File: src/rtn_pkg.sv
package rtn_pkg;

  localparam int QueueDepth = 2;

  localparam logic [6:0] CH_I = 7'h49;
  localparam logic [6:0] CH_V = 7'h56;
  localparam logic [6:0] CH_X = 7'h58;
  localparam logic [6:0] CH_L = 7'h4C;
  localparam logic [6:0] CH_C = 7'h43;
  localparam logic [6:0] CH_D = 7'h44;
  localparam logic [6:0] CH_M = 7'h4D;
  localparam logic [11:0] MAX_VALID = 12'd3999;

  typedef enum logic [1:0] {
    SEL_ONE,
    SEL_FIVE,
    SEL_TEN
  } sel_t;

  typedef enum logic [1:0] {
    FR_IDLE,
    FR_SPLIT,
    FR_PUSH
  } front_state_t;

  // classified value: decimal digits, units first
  typedef struct packed {
    logic            invalid;
    logic [3:0][3:0] digit;
  } entry_t;

  function automatic logic [13:0] pow10(input logic [1:0] place);
    logic [13:0] p;
    unique case (place)
      2'd3:    p = 14'd1000;
      2'd2:    p = 14'd100;
      2'd1:    p = 14'd10;
      default: p = 14'd1;
    endcase
    return p;
  endfunction

  function automatic logic [2:0] pat_len(input logic [3:0] d);
    logic [2:0] n;
    unique case (d)
      4'd1, 4'd5:               n = 3'd1;
      4'd2, 4'd4, 4'd6, 4'd9:   n = 3'd2;
      4'd3, 4'd7:               n = 3'd3;
      4'd8:                     n = 3'd4;
      default:                  n = 3'd0;
    endcase
    return n;
  endfunction

  function automatic sel_t pat_sel(input logic [3:0] d, input logic [1:0] k);
    sel_t s;
    s = SEL_ONE;
    unique case (d)
      4'd4:                     s = (k == 2'd1) ? SEL_FIVE : SEL_ONE;
      4'd5, 4'd6, 4'd7, 4'd8:   s = (k == 2'd0) ? SEL_FIVE : SEL_ONE;
      4'd9:                     s = (k == 2'd1) ? SEL_TEN : SEL_ONE;
      default:                  s = SEL_ONE;
    endcase
    return s;
  endfunction

  function automatic logic [6:0] letter(input logic [1:0] place, input sel_t sel);
    logic [6:0] c;
    c = CH_M;
    unique case (place)
      2'd0: begin
        unique case (sel)
          SEL_ONE:  c = CH_I;
          SEL_FIVE: c = CH_V;
          SEL_TEN:  c = CH_X;
          default:  c = CH_I;
        endcase
      end
      2'd1: begin
        unique case (sel)
          SEL_ONE:  c = CH_X;
          SEL_FIVE: c = CH_L;
          SEL_TEN:  c = CH_C;
          default:  c = CH_X;
        endcase
      end
      2'd2: begin
        unique case (sel)
          SEL_ONE:  c = CH_C;
          SEL_FIVE: c = CH_D;
          SEL_TEN:  c = CH_M;
          default:  c = CH_C;
        endcase
      end
      default: c = CH_M;
    endcase
    return c;
  endfunction

endpackage

File: src/rtn_front.sv
module rtn_front (
  input  logic            clk,
  input  logic            rst,
  input  logic            in_valid,
  output logic            in_ready,
  input  logic [11:0]     value,
  output logic            push_valid,
  input  logic            push_ready,
  output rtn_pkg::entry_t push_entry
);

  rtn_pkg::front_state_t state, state_next;
  logic [11:0]     rem;
  logic [1:0]      place;
  rtn_pkg::entry_t entry;

  logic [13:0] pw;
  logic [13:0] sub;
  logic [3:0]  dg;
  logic [11:0] rem_left;
  logic        in_bad;

  assign in_bad = (value == 12'd0) || (value > rtn_pkg::MAX_VALID);

  // one decimal place per cycle: parallel compares against its multiples
  always_comb begin
    pw  = rtn_pkg::pow10(place);
    dg  = '0;
    sub = '0;
    for (int k = 1; k < 10; k++) begin
      if ({2'b00, rem} >= 14'(k) * pw) begin
        dg  = 4'(k);
        sub = 14'(k) * pw;
      end
    end
    rem_left = rem - sub[11:0];
  end

  always_comb begin
    state_next = state;
    unique case (state)
      rtn_pkg::FR_IDLE: begin
        if (in_valid) begin
          state_next = in_bad ? rtn_pkg::FR_PUSH : rtn_pkg::FR_SPLIT;
        end
      end
      rtn_pkg::FR_SPLIT: begin
        if (place == 2'd1) begin
          state_next = rtn_pkg::FR_PUSH;
        end
      end
      rtn_pkg::FR_PUSH: begin
        if (push_ready) begin
          state_next = rtn_pkg::FR_IDLE;
        end
      end
      default: state_next = rtn_pkg::FR_IDLE;
    endcase
  end

  always_comb begin
    in_ready   = (state == rtn_pkg::FR_IDLE);
    push_valid = (state == rtn_pkg::FR_PUSH);
    push_entry = entry;
  end

  always_ff @(posedge clk) begin
    if (rst) begin
      state <= rtn_pkg::FR_IDLE;
    end else begin
      state <= state_next;
    end
  end

  always_ff @(posedge clk) begin
    if (state == rtn_pkg::FR_IDLE && in_valid) begin
      rem           <= value;
      place         <= 2'd3;
      entry.invalid <= in_bad;
      entry.digit   <= '0;
    end else if (state == rtn_pkg::FR_SPLIT) begin
      entry.digit[place] <= dg;
      rem                <= rem_left;
      place              <= place - 2'd1;
      if (place == 2'd1) begin
        entry.digit[0] <= rem_left[3:0];
      end
    end
  end

endmodule

File: src/rtn_queue.sv
module rtn_queue #(
  parameter int DEPTH = rtn_pkg::QueueDepth
) (
  input  logic            clk,
  input  logic            rst,
  input  logic            wr_valid,
  output logic            wr_ready,
  input  rtn_pkg::entry_t wr_entry,
  output logic            rd_valid,
  input  logic            rd_ready,
  output rtn_pkg::entry_t rd_entry
);

  localparam int PtrW = (DEPTH > 1) ? $clog2(DEPTH) : 1;
  localparam int CntW = $clog2(DEPTH + 1);

  rtn_pkg::entry_t mem [DEPTH];
  logic [PtrW-1:0] wr_ptr;
  logic [PtrW-1:0] rd_ptr;
  logic [CntW-1:0] count;
  logic            do_wr;
  logic            do_rd;

  assign wr_ready = (count != CntW'(DEPTH));
  assign rd_valid = (count != '0);
  assign rd_entry = mem[rd_ptr];
  assign do_wr    = wr_valid && wr_ready;
  assign do_rd    = rd_valid && rd_ready;

  always_ff @(posedge clk) begin
    if (do_wr) begin
      mem[wr_ptr] <= wr_entry;
    end
  end

  always_ff @(posedge clk) begin
    if (rst) begin
      wr_ptr <= '0;
      rd_ptr <= '0;
      count  <= '0;
    end else begin
      if (do_wr) begin
        wr_ptr <= (wr_ptr == PtrW'(DEPTH - 1)) ? '0 : wr_ptr + PtrW'(1);
      end
      if (do_rd) begin
        rd_ptr <= (rd_ptr == PtrW'(DEPTH - 1)) ? '0 : rd_ptr + PtrW'(1);
      end
      if (do_wr && !do_rd) begin
        count <= count + CntW'(1);
      end else if (do_rd && !do_wr) begin
        count <= count - CntW'(1);
      end
    end
  end

endmodule

File: src/rtn_back.sv
module rtn_back (
  input  logic            clk,
  input  logic            rst,
  input  logic            pop_valid,
  output logic            pop_ready,
  input  rtn_pkg::entry_t pop_entry,
  output logic            out_valid,
  input  logic            out_ready,
  output logic [6:0]      symbol_char,
  output logic            last,
  output logic            invalid
);

  logic            busy;
  rtn_pkg::entry_t cur;
  logic [1:0]      place;
  logic [1:0]      k;

  logic [1:0]      start_place;
  logic [3:0]      d;
  logic            more;
  logic            found;
  logic [1:0]      np;
  logic            step;
  logic [6:0]      ch;

  assign pop_ready = !busy;
  assign step      = busy && (!out_valid || out_ready);

  always_comb begin
    start_place = 2'd0;
    for (int p = 0; p < 4; p++) begin
      if (pop_entry.digit[p] != 4'd0) begin
        start_place = 2'(p);
      end
    end
  end

  // current letter, whether its digit has more letters, and the next lower place that still has letters
  always_comb begin
    d     = cur.digit[place];
    more  = ({1'b0, k} + 3'd1) < rtn_pkg::pat_len(d);
    ch    = rtn_pkg::letter(place, rtn_pkg::pat_sel(d, k));
    found = 1'b0;
    np    = 2'd0;
    for (int p = 0; p < 3; p++) begin
      if (2'(p) < place && cur.digit[p] != 4'd0) begin
        found = 1'b1;
        np    = 2'(p);
      end
    end
  end

  always_ff @(posedge clk) begin
    if (rst) begin
      busy      <= 1'b0;
      out_valid <= 1'b0;
    end else begin
      if (out_valid && out_ready && !step) begin
        out_valid <= 1'b0;
      end
      if (!busy && pop_valid) begin
        busy <= 1'b1;
      end else if (step) begin
        out_valid <= 1'b1;
        if (cur.invalid || (!more && !found)) begin
          busy <= 1'b0;
        end
      end
    end
  end

  always_ff @(posedge clk) begin
    if (!busy && pop_valid) begin
      cur   <= pop_entry;
      place <= start_place;
      k     <= 2'd0;
    end else if (step) begin
      if (cur.invalid) begin
        symbol_char <= 7'd0;
        last        <= 1'b1;
        invalid     <= 1'b1;
      end else begin
        symbol_char <= ch;
        last        <= !more && !found;
        invalid     <= 1'b0;
        if (more) begin
          k <= k + 2'd1;
        end else begin
          place <= np;
          k     <= 2'd0;
        end
      end
    end
  end

endmodule

File: src/integer_to_roman_numeral_core.sv
// path of a value: split, push, pop, output reg
// throughput: one character per cycle while the receiver is ready and the back end is
// busy with a numeral; the front splitter takes a new value only after pushing the last,
// the back end pops one only when idle, and a numeral has 1 to 15 characters
// the front splitter resolves one decimal place per cycle
// reset: synchronous, active high; clears the splitter, the queue and the output valid
module integer_to_roman_numeral_core #(
  parameter int QUEUE_DEPTH = rtn_pkg::QueueDepth
) (
  input  logic        clk,
  input  logic        rst,
  input  logic        s_tvalid,
  output logic        s_tready,
  input  logic [15:0] s_tdata,   // [11:0] value
  output logic        m_tvalid,
  input  logic        m_tready,
  output logic [7:0]  m_tdata,   // [6:0] symbol_char
  output logic        m_tlast,
  output logic        m_tuser    // [0] invalid
);

  logic            f_valid;
  logic            f_ready;
  rtn_pkg::entry_t f_entry;
  logic            q_valid;
  logic            q_ready;
  rtn_pkg::entry_t q_entry;
  logic [6:0]      symbol_char;

  rtn_front u_front (
    .clk        (clk),
    .rst        (rst),
    .in_valid   (s_tvalid),
    .in_ready   (s_tready),
    .value      (s_tdata[11:0]),
    .push_valid (f_valid),
    .push_ready (f_ready),
    .push_entry (f_entry)
  );

  rtn_queue #(
    .DEPTH (QUEUE_DEPTH)
  ) u_queue (
    .clk      (clk),
    .rst      (rst),
    .wr_valid (f_valid),
    .wr_ready (f_ready),
    .wr_entry (f_entry),
    .rd_valid (q_valid),
    .rd_ready (q_ready),
    .rd_entry (q_entry)
  );

  rtn_back u_back (
    .clk         (clk),
    .rst         (rst),
    .pop_valid   (q_valid),
    .pop_ready   (q_ready),
    .pop_entry   (q_entry),
    .out_valid   (m_tvalid),
    .out_ready   (m_tready),
    .symbol_char (symbol_char),
    .last        (m_tlast),
    .invalid     (m_tuser)
  );

  assign m_tdata = {1'b0, symbol_char};

  a_invalid_alone: assert property (@(posedge clk) disable iff (rst)
    m_tvalid && m_tuser |-> m_tlast && (m_tdata == 8'd0))
    else $error("invalid item not a lone zero item");

  a_letter_nonzero: assert property (@(posedge clk) disable iff (rst)
    m_tvalid && !m_tuser |-> (m_tdata != 8'd0))
    else $error("valid numeral item with zero char");

  a_reset_quiet: assert property (@(posedge clk)
    !rst && $past(rst) |-> !m_tvalid)
    else $error("output valid right after reset");

endmodule
File: config.mk
export PLATFORM = sky130hd
export DESIGN_NAME = integer_to_roman_numeral_core
export DESIGN_NICKNAME = d
export VERILOG_FILES = /design/src/rtn_pkg.sv /design/src/rtn_front.sv /design/src/rtn_queue.sv /design/src/rtn_back.sv /design/src/integer_to_roman_numeral_core.sv
export SDC_FILE = /design/constraint.sdc
export NUM_CORES = 1
export LEC_CHECK = 0
export BUFFER_PORTS_ARGS = -buffer_cell sky130_fd_sc_hd__buf_2
export CORE_UTILIZATION = 30
export DETAILED_ROUTE_END_ITERATION = 7
export PLACE_DENSITY = 0.54
export SYNTH_ARGS = -nofsm -noshare
export SYNTH_HDL_FRONTEND = slang
export SYNTH_SLANG_ARGS = --single-unit
File: constraint.sdc
create_clock -name clk -period 5.5 [get_ports clk]
set_input_delay 1.375 -clock clk [delete_from_list [all_inputs] [get_ports clk]]
set_output_delay 1.375 -clock clk [all_outputs]
set_load 0.1 [all_outputs]
# Yosys cells after proc, flatten, opt, wreduce, memory -nomap -nowiden

Memory sizes are Yosys's and may differ from the RTL's. A register that Yosys moved wholly into a read port is not among the register bits.
Index checks and enable logic that the tools add are counted.
Widths: inputs -> output; s select.

Bitwise operators: 2
Equal/unequal tests: 22
$mul: 5
Add/sub/neg operators: 8
Magnitude comparators: 17
Reductions and logical operators: 44
Mux-type cells: 68

Operators with widths:

| cell                  | count |
|---|---|
| $mux 12               | 9 |
| $ge 12x13->1          | 4 |
| $mux 2                | 17 |
| $pmux 10 s3           | 1 |
| $ge 12x14->1          | 2 |
| $mul 3x10->13 const A | 2 |
| $mul 2x10->12 const A | 2 |
| $reduce_bool 4->1     | 6 |
| $mux 1                | 21 |
| $pmux 7 s3            | 1 |
| $mux 4                | 5 |
| $pmux 5 s2            | 2 |
| $bwmux 16             | 1 |
| $eq 4x3->1 const B    | 4 |
| $mul 4x10->14 const A | 1 |
| $logic_and 1x1->1     | 13 |
| $ge 12x10->1          | 1 |
| $ge 12x11->1          | 1 |
| $ge 12x12->1          | 1 |
| $gt 12x12->1 const B  | 1 |
| $logic_not 12->1      | 1 |
| $mux 3                | 4 |
| $pmux 2 s3            | 2 |
| $sub 12x12->12        | 1 |
| other kinds (27)      | 63 |

Register bits: 69
Logic and storage cells: 191
Input bits: 20
Memory bits (writable): 34
Output and inout bits: 12
Bits in read-only memories: 48
Memories kept: 2

Memory list:

| memory          | depth | bits a word | rd ports | clocked after memory_dff | write ports | RTL line        | source |
|---|---|---|---|---|---|---|---|
| (no name shown) | 16    | 3           | 1        | 0                        | 0           | rtn_pkg.sv:45   | `unique case (d)` |
| u_queue.mem     | 2     | 17          | 1        | 1                        | 1           | rtn_queue.sv:17 | `rtn_pkg::entry_t mem [DEPTH];` |

# Logic depth before layout (Yosys ltp)

Word-level depth: 15
Depth in mapped cells: 26
Gate-level depth less buffers: 25

# Hierarchy

Synthesis repeated with hierarchy kept, for this count alone.

Cells, all modules: 779
Area, all modules: 7653.6 um^2

By module, submodules not included:

| module                        | cells an instance | sequential area each (um^2) | area each (um^2) | times used |
|---|---|---|---|---|
| rtn_front                     | 575               | 790.8                       | 4624.4           | 1 |
| rtn_back                      | 125               | 890.9                       | 1570.3           | 1 |
| rtn_queue                     | 77                | 1121.1                      | 1447.6           | 1 |
| integer_to_roman_numeral_core | 2                 | 0.0                         | 11.3             | 1 |

# Worst setup path after synthesis

OpenSTA, ideal clock, no wires.

Path type: register -> register
Start point: register u_front.place[1]
End point: register u_front.rem[11] (data pin)
Buffers on the path: 3
Required time: 5.239 ns
Period minus slack after synthesis: 5.389 ns
Cell stages (with the launch flop): 23
Library setup time: 0.261 ns
Setup slack: 0.111 ns
Arrival time: 5.128 ns
Cell sequence: dfxtp_1 -> inv_1 -> ha_1 -> clkbuf_1 -> inv_1 -> ha_1 -> a21o_1 -> a211o_1 -> maj3_2 -> a31o_2 -> buf_6 -> buf_2 -> a211o_1 -> o21a_1 -> ha_1 -> o21a_1 -> o31ai_1 -> a21oi_1 -> a41oi_1 -> a21o_1 -> or4b_1 -> o221ai_1 -> nor3_1

Word-level cells in the longest chain between the ends: 15
Elaborated cells between the ends (all ways): 30
Those cells by class: add/sub (1); mul (5); order compare (9); eq/ne (3); mux (12)

RTL lines:

| element                                                              | RTL line        | source |
|---|---|---|
| start, declared                                                      | rtn_front.sv:14 | `logic [1:0] place;` |
| start signal, assigned                                               | rtn_front.sv:84 | `place <= place - 2'd1;` |
| $eq 2x1->1 or $eq 2x2->1 (tied branches)                             | rtn_pkg.sv:34   | `unique case (place)` |
| $pmux 10 s3 (*)                                                      | rtn_pkg.sv:34   |  |
| parallel branches: the longest is 9 deep, another holds $ge 12x14->1 | --              |  |
| $mux 12 (*)                                                          | rtn_front.sv:31 | `if ({2'b00, rem} >= 14'(k) * pw) begin` |
| $sub 12x12->12 (*)                                                   | rtn_front.sv:36 | `rem_left = rem - sub[11:0];` |
| $mux 12 (*)                                                          | rtn_front.sv:81 | `end else if (state == rtn_pkg::FR_SPLIT) begin` |
| $mux 12 (*)                                                          | rtn_front.sv:76 | `if (state == rtn_pkg::FR_IDLE && in_valid) begin` |
| end signal, assigned                                                 | rtn_front.sv:77 | `rem <= value;` |
| end signal, assigned                                                 | rtn_front.sv:83 | `rem <= rem_left;` |
| end, declared                                                        | rtn_front.sv:13 | `logic [11:0] rem;` |

Every way passes the cells marked *. The select of a mux whose other input is x is not followed.
A chain may end at the register's enable or synchronous reset.

# Final worst setup path

Start point: register u_front.place[0]
End point: register u_front.rem[11] (data pin)

Same word-level chain as after synthesis.

==> reports/qor.yml <==
outcome: "finished clean"
wirelength_um: 20920
timing.hold.ws_ns: 0.4444
gp_congestion: 0.9446
start_kind: "flop"
io_pins: 32
hold_buffers: 0
dp_slack_ns: 0.03545
first_iter_violations: 474
viasPerCell: 5.267
overflow: 0
maxCapViolCount: 0
worst_ep_arrival_time_ns: 5.43
ys.warnings.count: 0
die_area_mm2: 0.02602
synth-seq-cells: 103
grt_setup_unrepaired: "yes"
die-width_um: 161.3
r2r_start: "u_front.place[0]$_SDFFE_PP1P_"
fin_ws_ns: 0.1877
cts-root-buf: "clkbuf_16"
grt_first_pass_wirelength_um: 33750
synth_top_area_share_pct: 29.19
synth_flop_cell: "edfxtp_1"
clockBufferDepth: 2
clk_latency_ns: 0.35
fmax_mhz: 188.2
grt_max_degree: 29
start_util_pct: 30.94
htreeDepth: 3
fillers: 2500
firstDrtPassIters: 5
track_usage_pct: 16.50
areaGrowthSynthToFinish_pct: 18.80
drc: 0
dp_cells: 1188
netlist_top_cells_area: "edfxtp_1, ha_1, dfxtp_1"
antenna_found_initial: 0
syn-cell-area_mm2: 0.007612
period_share_pct: 96.59
period_needed_ns: 5.312
die_y_um: 161.3
hold_class: "reg -> reg"
num_antenna_cells: 0
hold_viol_final: 0
vias: 6357
seq_area_frac_synth_pct: 36.82
crit_fanout: 5
finalNonFillerCells: 1207
numCtsBuffers: 9
antenna_left: 0
synth_edf_count: 74
cts_tree: "yes"
ys_types: 84
crit_type: "reg -> reg"
synthArstFlopShare_pct: 0
required_ns: 5.61
drive_gt1_share_pct: 22.08
drv_slew: 0
worstHoldStart: "u_front.push_entry[16]$_DFFE_PP_"
avgSynthCellArea_um2: 9.734
cts.clk_slew.worst_paths_ns: 0.08
finish.net_count: 992
slew_headroom_pct: 46.25
portBuffers: 25
post_drt_wl_per_cell_um: 17.33
coreArea_mm2: 0.02460
finalSetupViolations: 0
fp-row-count: 57
synth_top_area_cell: "edfxtp_1"
grt_pass1_vias: 6243
cp-startpoint: "u_front.place[0]$_SDFFE_PP1P_"
worst_pin_slew_ns: 0.8062
fin_skew_ns: 0.02065
cts.sinks: 103
dp_hpwl_um: 16260
worstSetupEndpointType: "flop"
synthCells: 782
[cells in the final DEF, fill, tap and decap left out, types with 6 or more instances in the layout]
cell	count
a211o_1	6
a211oi_1	8
a21o_1	16
a21oi_1	61
a22oi_1	10
a31o_2	6
a31oi_1	8
buf_2	25
buf_4	87
clkbuf_16	9
dfxtp_1	28
edfxtp_1	74
ha_1	90
inv_1	38
mux2_2	20
nand2_1	56
nand2b_1	6
nand3_1	22
nand4_1	7
nor2_1	60
nor2b_1	18
nor3_1	22
nor4_1	7
o211ai_1	8
o21a_1	10
o21ai_0	33
o21ai_1	6
o31ai_1	8
xnor2_1	10
[cell families after synthesis]
kind of cell | after synthesis | share of synthesized area (%)
compound gates | 223 | 20.14
flops | 103 | 36.82
fa+ha+maj | 96 | 15.94
simple gates | 244 | 16.37
buf+inv | 69 | 3.896
xor+xnor | 16 | 1.841
other cells | 1 | 0.04926
mux | 30 | 4.948
[repair_timing]
item,CTS,global route
gates resized for setup,0,20
setup endpoints to repair,0,5
buffers inserted,0,3
[sequential cells by signal (all words and copies together), names as in the netlist, named ones only]
signal              flops
u_queue.wr_ptr          1
u_back.last             1
u_back.k                2
u_front.state           2
u_back.cur             17
u_front.push_entry     17
u_back.invalid          1
u_back.busy             1
u_queue.rd_ptr          1
u_front.place           2
u_queue.count           2
u_front.rem            12
u_back.place            2
u_back.out_valid        1
u_back.symbol_char      6
u_queue.mem            34
[metrics by stage]
| stage | utilization, % | TNS [ns] | instance area (um^2) |
|---|---|---|---|
| finish | 36.76 | 0 | 9044 |
| global route | 36.76 | -0.05532 | 9044 |
| CTS | 36.39 | 0 | 8955 |
| detailed placement | 35.10 | 0 | 8637 |
| global placement | 35.10 | 0 | 8637 |
| floorplan | - | 0 | 7616 |
[Yosys cell counts (all sizes together) (11+ instances only)]
master,instances
a21o,16
a21oi,67
a31oi,11
buf,13
clkbuf,15
dfxtp,29
edfxtp,74
ha,92
inv,39
mux2,21
nand2,56
nand3,22
nor2,63
nor2b,18
nor3,23
o21ai,39
xnor2,11
[layer usage]
layer	share of wire (%)	vias up	track usage [%]
met2	47	152	27.16
met3	3.6	33	2.260
met1	47	3005	22.44
met4	2.4	0	4.846
met5	0	-	0
li1	-	3167	-
[final cells by class]
type                    count  area [um^2]  share of cell area (%)
multi-input cells         611         4582                   50.66
flip-flops and latches    103         2804                   31.00
repair buffers            112        778.2                   8.605
well taps                 324        405.4                   4.483
clock buffers               9        225.2                   2.490
inverters                  41        156.4                   1.729
clock inverters             7        92.59                   1.024
[critical path: stages (launching register included)]
cell	delay (ns)
dfxtp_1	0.31
buf_4	0.15
ha_1	0.23
inv_1	0.21
buf_4	0.17
ha_1	0.27
nand4_1	0.19
o41ai_2	0.11
or3_1	0.31
a211o_2	0.32
a21oi_2	0.32
a2111oi_0	0.13
a211o_1	0.29
o21a_1	0.19
ha_1	0.29
o21a_1	0.12
o31ai_1	0.10
a21oi_2	0.20
a41oi_2	0.17
a21o_1	0.22
or4b_1	0.51
o221ai_1	0.18
nor3_1	0.08
[final timing paths]
kind              slack [ns]  cells after the start                            to
hold / removal          0.44                      0  u_queue.mem[0][16]$_DFFE_PP_
hold reg to reg         0.44                      0  u_queue.mem[0][16]$_DFFE_PP_
setup reg to reg        0.19                     22     u_front.rem[11]$_DFFE_PP_
setup / recovery        0.19                     22     u_front.rem[11]$_DFFE_PP_
Power is left out: the tool's default activity adds up to more than one toggle a clock period on the data nets, which glitch-free logic cannot reach.
